$ cat src/hdl/assert_macros.svh
// Assertion macros for the RGBE codec; rgbe_quant is the module that includes them.
// No dependencies.
`ifndef ASSERT_MACROS_SVH
`define ASSERT_MACROS_SVH
// Implication checked at every rising clock edge outside reset.
`define ASSERT_IMPL(label, clk, rst_n, ante, cons) \
    label: assert property (@(posedge clk) disable iff (!rst_n) (ante) |-> (cons)) \
        else $error("assertion failed");
// Next-cycle implication checked outside reset.
`define ASSERT_NEXT(label, clk, rst_n, ante, cons) \
    label: assert property (@(posedge clk) disable iff (!rst_n) (ante) |=> (cons)) \
        else $error("assertion failed");
`endif

$ cat src/hdl/rgbe_pkg.sv
// Types and helper functions for the RGBE pixel codec.
// No dependencies.
`timescale 1ns / 1ps
package rgbe_pkg;
    localparam logic OP_ENCODE = 1'b0;
    localparam logic OP_DECODE = 1'b1;

    typedef struct packed {
        logic        op;
        logic [31:0] red_bits;
        logic [31:0] green_bits;
        logic [31:0] blue_bits;
        logic [31:0] packed_word;
    } pix_in_t;

    typedef struct packed {
        logic [31:0] red_result;
        logic [31:0] green_result;
        logic [31:0] blue_result;
        logic [31:0] packed_result;
    } pix_out_t;

    // Position of the highest set bit of a 23-bit value (0 for zero).
    function automatic logic [4:0] top_bit23(input logic [22:0] v);
        logic [4:0] p;
        p = 5'd0;
        for (int i = 0; i < 23; i++)
            if (v[i]) p = 5'(i);
        return p;
    endfunction

    // Position of the highest set bit of a 9-bit value.
    function automatic logic [3:0] top_bit9(input logic [8:0] v);
        logic [3:0] p;
        p = 4'd0;
        for (int i = 0; i < 9; i++)
            if (v[i]) p = 4'(i);
        return p;
    endfunction

    // Decode one color byte with exponent byte e to IEEE single bits.
    function automatic logic [31:0] decode_channel(input logic [7:0] c, input logic [7:0] e);
        logic [8:0]  n;
        logic [3:0]  p;
        logic signed [10:0] be;
        logic [31:0] r;
        n  = {c, 1'b1};
        p  = top_bit9(n);
        be = 11'($signed({7'd0, p})) + 11'($signed({3'd0, e})) - 11'sd10;
        if (be >= 11'sd1)
            r = {1'b0, be[7:0], 23'((32'(n) << (5'd23 - 5'(p))) & 32'h7FFFFF)};
        else
            r = 32'(n) << (6'(e) + 6'd12);
        return r;
    endfunction

    // Quantize a nonnegative finite float to a byte with shared exponent ex.
    function automatic logic [7:0] quantize(input logic [31:0] bits, input logic [7:0] ex);
        logic [7:0]  fe;
        logic [23:0] m;
        logic signed [10:0] s;
        logic signed [10:0] t;
        logic [5:0]  r;
        logic [63:0] v;
        logic [7:0]  q;
        fe = bits[30:23];
        if (fe != 8'd0)
        begin
            m = {1'b1, bits[22:0]};
            s = 11'($signed({3'd0, fe})) - 11'sd150;
        end
        else
        begin
            m = {1'b0, bits[22:0]};
            s = -11'sd149;
        end
        t = s + 11'sd136 - 11'($signed({3'd0, ex}));
        q = 8'd0;
        if (m == 24'd0)
            q = 8'd0;
        else if (t >= 11'sd0)
        begin
            if (t >= 11'sd8)
                q = 8'd255;
            else
            begin
                v = 64'(m) << t[2:0];
                q = (v > 64'd255) ? 8'd255 : v[7:0];
            end
        end
        else if (t < -11'sd40)
            q = 8'd0;
        else
        begin
            r = 6'(-t);
            v = (64'(m) + (64'd1 << (r - 6'd1))) >> r;
            q = (v > 64'd255) ? 8'd255 : v[7:0];
        end
        return q;
    endfunction
endpackage

$ cat src/hdl/rgbe_prep.sv
// Stage 1 of the codec: classifies components and finds the largest one.
// Depends on rgbe_pkg.
`timescale 1ns / 1ps
module rgbe_prep (
    input  logic             clk,
    input  logic             rst_n,
    input  logic             en,
    input  logic             in_vld,
    input  rgbe_pkg::pix_in_t in_data,
    output logic             vld_reg,
    output logic             op_reg,
    output logic [31:0]      comp_reg [3],
    output logic [2:0]       sat_reg,
    output logic [31:0]      max_reg,
    output logic [31:0]      word_reg
);
    import rgbe_pkg::*;

    logic [31:0] comp_next [3];
    logic [2:0]  sat_next;
    logic [31:0] bits [3];
    logic [31:0] mx;

    // Screen out NaN, infinity and negative values, then take the maximum.
    // A NaN of either sign and positive infinity saturate; negative infinity
    // counts as zero like any other negative value.
    always_comb
    begin
        bits[0] = in_data.red_bits;
        bits[1] = in_data.green_bits;
        bits[2] = in_data.blue_bits;
        mx = 32'd0;
        for (int i = 0; i < 3; i++)
        begin
            sat_next[i]  = (bits[i][30:0] > 31'h7F800000) ||
                           ((bits[i][30:0] == 31'h7F800000) && !bits[i][31]);
            comp_next[i] = (sat_next[i] || bits[i][31]) ? 32'd0 : bits[i];
            if (comp_next[i] > mx) mx = comp_next[i];
        end
    end

    always_ff @(posedge clk or negedge rst_n)
    begin
        if (!rst_n)
            vld_reg <= 1'b0;
        else if (en)
            vld_reg <= in_vld;
    end

    always_ff @(posedge clk)
    begin
        if (en)
        begin
            op_reg   <= in_data.op;
            comp_reg <= comp_next;
            sat_reg  <= sat_next;
            max_reg  <= mx;
            word_reg <= in_data.packed_word;
        end
    end
endmodule

$ cat src/hdl/rgbe_expo.sv
// Stage 2 of the codec: shared exponent for encoding, channel decode.
// Depends on rgbe_pkg.
`timescale 1ns / 1ps
module rgbe_expo (
    input  logic        clk,
    input  logic        rst_n,
    input  logic        en,
    input  logic        in_vld,
    input  logic        op,
    input  logic [31:0] comp [3],
    input  logic [2:0]  sat,
    input  logic [31:0] mx,
    input  logic [31:0] word,
    output logic        vld_reg,
    output logic        op_reg,
    output logic [31:0] comp_reg [3],
    output logic [2:0]  sat_reg,
    output logic [7:0]  ex_reg,
    output logic [31:0] dec_reg [3]
);
    import rgbe_pkg::*;

    logic [7:0]  ex_next;
    logic signed [9:0] k;
    logic signed [9:0] ext;
    logic [31:0] dec_next [3];

    // Exponent from the largest component, clamped to a byte; 255 when any component saturates, 128 when all are zero.
    always_comb
    begin
        k = 10'sd0;
        if (mx[30:23] != 8'd0)
            k = 10'($signed({2'd0, mx[30:23]})) - 10'sd126;
        else
            k = 10'($signed({5'd0, top_bit23(mx[22:0])})) - 10'sd148;
        ext = k + 10'sd128;
        if (sat != 3'd0)
            ex_next = 8'd255;
        else if (mx == 32'd0)
            ex_next = 8'd128;
        else if (ext < 10'sd0)
            ex_next = 8'd0;
        else if (ext > 10'sd255)
            ex_next = 8'd255;
        else
            ex_next = ext[7:0];
    end

    // Decode path; an all-zero word gives zeros.
    always_comb
    begin
        for (int i = 0; i < 3; i++)
            dec_next[i] = (word == 32'd0) ? 32'd0
                        : decode_channel(word[8*i +: 8], word[31:24]);
    end

    always_ff @(posedge clk or negedge rst_n)
    begin
        if (!rst_n)
            vld_reg <= 1'b0;
        else if (en)
            vld_reg <= in_vld;
    end

    always_ff @(posedge clk)
    begin
        if (en)
        begin
            op_reg   <= op;
            comp_reg <= comp;
            sat_reg  <= sat;
            ex_reg   <= ex_next;
            dec_reg  <= dec_next;
        end
    end
endmodule

$ cat src/hdl/rgbe_quant.sv
// Stage 3 of the codec: quantizes components and forms the result.
// Depends on rgbe_pkg and assert_macros.svh.
`timescale 1ns / 1ps
module rgbe_quant (
    input  logic              clk,
    input  logic              rst_n,
    input  logic              en,
    input  logic              in_vld,
    input  logic              op,
    input  logic [31:0]       comp [3],
    input  logic [2:0]        sat,
    input  logic [7:0]        ex,
    input  logic [31:0]       dec [3],
    output logic              vld_reg,
    output rgbe_pkg::pix_out_t data_reg
);
    import rgbe_pkg::*;
    `include "assert_macros.svh"

    pix_out_t data_next;
    logic [7:0] q [3];

    // Build the result word for either direction.
    always_comb
    begin
        for (int i = 0; i < 3; i++)
            q[i] = sat[i] ? 8'd255 : quantize(comp[i], ex);
        if (op == OP_DECODE)
        begin
            data_next.red_result    = dec[0];
            data_next.green_result  = dec[1];
            data_next.blue_result   = dec[2];
            data_next.packed_result = 32'd0;
        end
        else
        begin
            data_next.red_result    = 32'd0;
            data_next.green_result  = 32'd0;
            data_next.blue_result   = 32'd0;
            data_next.packed_result = {ex, q[2], q[1], q[0]};
        end
    end

    always_ff @(posedge clk or negedge rst_n)
    begin
        if (!rst_n)
            vld_reg <= 1'b0;
        else if (en)
            vld_reg <= in_vld;
    end

    always_ff @(posedge clk)
    begin
        if (en)
            data_reg <= data_next;
    end

    `ASSERT_IMPL(a_sat_exp, clk, rst_n, in_vld && en && op == OP_ENCODE && sat != 3'd0,
        ex == 8'd255)
    `ASSERT_NEXT(a_hold, clk, rst_n, vld_reg && !en, vld_reg && $stable(data_reg))
    `ASSERT_NEXT(a_enc_zero, clk, rst_n, en && in_vld && op == OP_ENCODE,
        data_reg.red_result == 32'd0)
endmodule

$ cat src/hdl/rgbe_pixel_codec.sv
// Top level of the RGBE pixel codec: three-stage pipeline.
// Depends on rgbe_pkg, rgbe_prep, rgbe_expo and rgbe_quant.
//   channel | signals              | direction
//   in      | in_valid/in_stall    | pixel or RGBE word in
//   out     | out_valid/out_stall  | converted pixel out
// One item per clock while the output is not stalled; each item passes the three stage registers.
// Reset clears the stage valid bits only.
// A stall on the output holds the last stage and each full stage behind a held one,
// so in_stall follows out_stall when every stage is full; empty stages still fill.
`timescale 1ns / 1ps
module rgbe_pixel_codec (
    input  logic               clk,
    input  logic               rst_n,
    input  logic               in_valid,
    output logic               in_stall,
    input  rgbe_pkg::pix_in_t  in_data,
    output logic               out_valid,
    input  logic               out_stall,
    output rgbe_pkg::pix_out_t out_data
);
    import rgbe_pkg::*;

    logic        v1, v2, v3;
    logic        op1, op2;
    logic [31:0] comp1 [3];
    logic [31:0] comp2 [3];
    logic [2:0]  sat1, sat2;
    logic [31:0] max1, word1;
    logic [7:0]  ex2;
    logic [31:0] dec2 [3];
    logic        en3, en2, en1;

    // Each stage advances when it is empty or the stage after it can take its item.
    assign en3 = !(v3 && out_stall);
    assign en2 = en3 || !v2;
    assign en1 = en2 || !v1;
    assign in_stall = !en1;
    assign out_valid = v3;

    rgbe_prep u_prep (
        .clk(clk), .rst_n(rst_n), .en(en1), .in_vld(in_valid), .in_data(in_data),
        .vld_reg(v1), .op_reg(op1), .comp_reg(comp1), .sat_reg(sat1),
        .max_reg(max1), .word_reg(word1)
    );

    rgbe_expo u_expo (
        .clk(clk), .rst_n(rst_n), .en(en2), .in_vld(v1), .op(op1), .comp(comp1),
        .sat(sat1), .mx(max1), .word(word1), .vld_reg(v2), .op_reg(op2),
        .comp_reg(comp2), .sat_reg(sat2), .ex_reg(ex2), .dec_reg(dec2)
    );

    rgbe_quant u_quant (
        .clk(clk), .rst_n(rst_n), .en(en3), .in_vld(v2), .op(op2), .comp(comp2),
        .sat(sat2), .ex(ex2), .dec(dec2), .vld_reg(v3), .data_reg(out_data)
    );
endmodule

$ cat config.mk
export PLATFORM = sky130hd
export DESIGN_NAME = rgbe_pixel_codec
export DESIGN_NICKNAME = d
export VERILOG_FILES = /design/src/hdl/rgbe_pkg.sv /design/src/hdl/rgbe_prep.sv /design/src/hdl/rgbe_expo.sv /design/src/hdl/rgbe_quant.sv /design/src/hdl/rgbe_pixel_codec.sv
export VERILOG_INCLUDE_DIRS = /design/src /design/src/hdl
export SDC_FILE = /design/constraint.sdc
export NUM_CORES = 2
export LEC_CHECK = 0
export ABC_CLOCK_PERIOD_IN_PS = 20200
export BUFFER_PORTS_ARGS = -buffer_cell sky130_fd_sc_hd__buf_2
export CAP_MARGIN = 20
export CORE_ASPECT_RATIO = 1.2
export CORE_UTILIZATION = 50
export DETAILED_ROUTE_END_ITERATION = 8
export PLACE_DENSITY = 0.68
export SLEW_MARGIN = 20
export SYNTH_ARGS = -nofsm -noshare
export SYNTH_HDL_FRONTEND = slang
export SYNTH_SLANG_ARGS = --single-unit
$ cat constraint.sdc
create_clock -name clk -period 20.2 [get_ports clk]
set_clock_uncertainty 0.05 [all_clocks]
set_input_delay 2.02 -clock clk [delete_from_list [all_inputs] [get_ports clk]]
set_output_delay 2.02 -clock clk [all_outputs]
set_load 0.03 [all_outputs]
==> results.txt <==
First-pass iteration count of the detailed router: 8. The post-synth design cell area came out at 43400 um^2. By startpoint and endpoint, the worst setup path is classified as reg2reg.

Synthesis instantiated 109 different standard cells from the library. The routed wire length per instance was 25.7 um; the post-cts resize count was 0. Most common cell after layout, fill and taps aside: sky130_fd_sc_hd__nand2_1.

Counting every sink on the clock net gives 493. The layout-stage area growth over the synthesis result is 9.10%, and the portion of the clock cycle consumed by the worst path in the final layout is 55.4%. The number of hold buffers added after CTS was 0; the clock transition at the registers of the reported paths was 0.07 ns.

In the layout the commonest cells are sky130_fd_sc_hd__nand2_1, sky130_fd_sc_hd__edfxtp_1, sky130_fd_sc_hd__nor2_1. The worst setup path is captured at a flip-flop. For this run the aggregate overflow at the end of global routing stands at 0. Data on the critical path is required at its endpoint by 20.49 ns. The tools report the kind of launch point of the worst setup path as a flip-flop. The core region is 86100 um^2. Fraction of final layout cells sized beyond drive strength 1: 11.3%.

The H-tree was split into 2 levels. In this run the worst path has a maximum fanout of 35. The via count of the first global-routing pass is 39200. The floorplan step set the die height to 325 um.

Once layout is complete, the utilization of the core stands at 55.0%. The number of non-filler instances in the completed layout came out at 6336. In this run the deepest clock path goes through 3 buffers.

Setup total negative slack on the finished layout was measured at 0 ns. The count of final setup violators came out at 0. Counting stages on the worst path, the most repeated cell is sky130_fd_sc_hd__nor2_1. The root cell of the clock tree was sky130_fd_sc_hd__clkbuf_16.

Once the floorplan was initialized, standard cells occupied 50.4% of the core. The detailed-route vias per instance came out at 6.65. The clock latency of the later-clocked register in the worst-skew pair is 0.65 ns, and the total die area is 88000 um^2. The logs give 6234 for the instance count after placement with tap cells included and 0 for the buffer count from post-CTS setup fixing. The dominant register cell in the synthesized netlist was sky130_fd_sc_hd__edfxtp_1.

The total detailed-routing wirelength is 163000 um, and the number of nets in the layout is 5521. In the final layout, the multi-input gates occupy 26800 um^2. The number of rows created at floorplan was 118; the average cell area after synthesis was 8.55 um^2. TritonCTS built the clock tree.

In the routed design, unresolved DRC markers number 0. The path category of the worst min-delay check is reg2reg. The number of storage elements in the synthesis netlist is 493, and the global router's overall resource usage is 35.7%.

In the synthesized netlist the async set-or-reset flop fraction comes to 0.609%. The tools report the post-synthesis instance total as 5077. The first-pass GRT wire length was 241000 um; the post-DP HPWL was 124000 um.

The reported max-cap violation count is 0, and the number of flops mapped to enable cells by yosys is 490. Final number of hold-violating endpoints: 0. The logs give 42100 for the total via count after detailed routing and 11.48 ns for the worst endpoint data arrival time. The slew at the pin with the worst max-slew slack was 1.21 ns. The die width is 271 um. The cell type of the slowest stage on the worst timing path was sky130_fd_sc_hd__ha_2.

Entering global routing, the biggest net connects 164 pins. During synthesis, Yosys emitted a total of 0 warnings. Once placement finished, the instance area stood at 45600 um^2. The count of filler cells inserted in the layout was 7926. The congestion estimate from routability-driven global placement came to 1.02. The max-slew headroom at the worst pin was 18.9%. The share of synthesized area occupied by flip-flops and latches was 34.1%; the initial antenna violation count was 9. After routing the design area is 47300 um^2.

For the number of ports placed on the die boundary, the log shows 263. Setup repair after global routing left no endpoint under its margin. The tools report the DRC marker count from the first detailed-route iteration as 4970. For the finished layout, the period the worst path requires is 11.19 ns. The longest individual stage delay on the worst path was 0.82 ns; the remaining antenna violation count was 0. The max-slew violation count was 0; the flip-flop count of the largest register after layout was 128. The maximum operating frequency was 89.4 MHz; the area taken by flip-flops and latches was 14800 um^2. The flow ran to the end, and the final reports show no timing, DRC or antenna violations. Clock buffer count from CTS: 52.

The count of buffers added on input and output ports is 262.
[routing by layer]
metal,share of wire [%],up-vias,track usage [%]
met5,0.018,-,0
met2,47,2221,58.8
li1,-,19400,-
met3,8.0,541,5.20
met1,38,20000,44.3
met4,6.8,4,21.5
[cells by family after synthesis]
| group | after synthesis | synth area share, % |
|---|---|---|
| AOI/OAI and AO/OA | 1514 | 23.1 |
| xor gates and xnor gates | 156 | 3.30 |
| adders and majority gates | 240 | 7.08 |
| buffers and inverters | 509 | 4.54 |
| DFF | 493 | 34.1 |
| muxes | 220 | 5.88 |
| other | 2 | 0.0173 |
| and+or+nand+nor | 1943 | 22.0 |
[worst paths after layout]
kind | startpoint | end | slack (ns) | depth (start not counted)
worst max-delay path | u_expo.comp_reg[90] | u_quant.data_reg[0] | 9.01 | 31
worst min-delay path | u_prep.comp_reg[28] | u_expo.comp_reg[28] | 0.36 | 0
worst max register to register | u_expo.comp_reg[90] | u_quant.data_reg[0] | 9.01 | 31
worst min register to register | u_prep.comp_reg[28] | u_expo.comp_reg[28] | 0.36 | 0
max in group asynchronous | rst_n | u_expo.vld_reg | 18.86 | 1
min in group asynchronous | rst_n | u_quant.vld_reg | 1.13 | 1
[final cells by class]
| type | count | area share [%] |
|---|---|---|
| Antenna cell | 5 | 0.0264 |
| Timing Repair Buffer | 348 | 4.16 |
| Sequential cell | 493 | 31.2 |
| Clock buffer | 64 | 2.89 |
| Tap cell | 1140 | 3.01 |
| Inverter | 175 | 1.39 |
| Clock inverter | 33 | 0.692 |
| Multi-Input combinational cell | 4078 | 56.6 |
[synthesized netlist by cell type (all sizes together), types with 116 or more instances]
library cell | number | area, um^2
and2 | 167 | 1040
nand3 | 168 | 841
o21ai | 308 | 1540
a21oi | 389 | 1970
clkbuf | 255 | 957
and3 | 116 | 726
mux2i | 158 | 1580
nor3 | 149 | 777
nor2 | 457 | 1720
edfxtp | 490 | 14700
ha | 231 | 2890
nand2 | 508 | 1910
inv | 171 | 642
[through the flow]
step           setup slack, ns  hold slack (ns)
6_report                  9.01            0.358
5_1_grt                   8.51            0.368
4_1_cts                   9.29            0.361
3_5_place_dp              9.33            0.355
3_3_place_gp              9.56            0.351
2_1_floorplan             9.72            0.350
[critical path, delay by kind of cell, from the launching register on]
family	cells	cell delay, ns
AO/OA/AOI/OAI	12	3.85
AND/OR/NAND/NOR	11	3.42
adder cells (fa/ha/maj)	5	2.32
buffers and inverters	2	0.48
flip-flops	1	0.45
XOR/XNOR	1	0.27
Power is not shown: default switching activity piles up to over one toggle a cycle in this logic, so the estimate is an artifact.
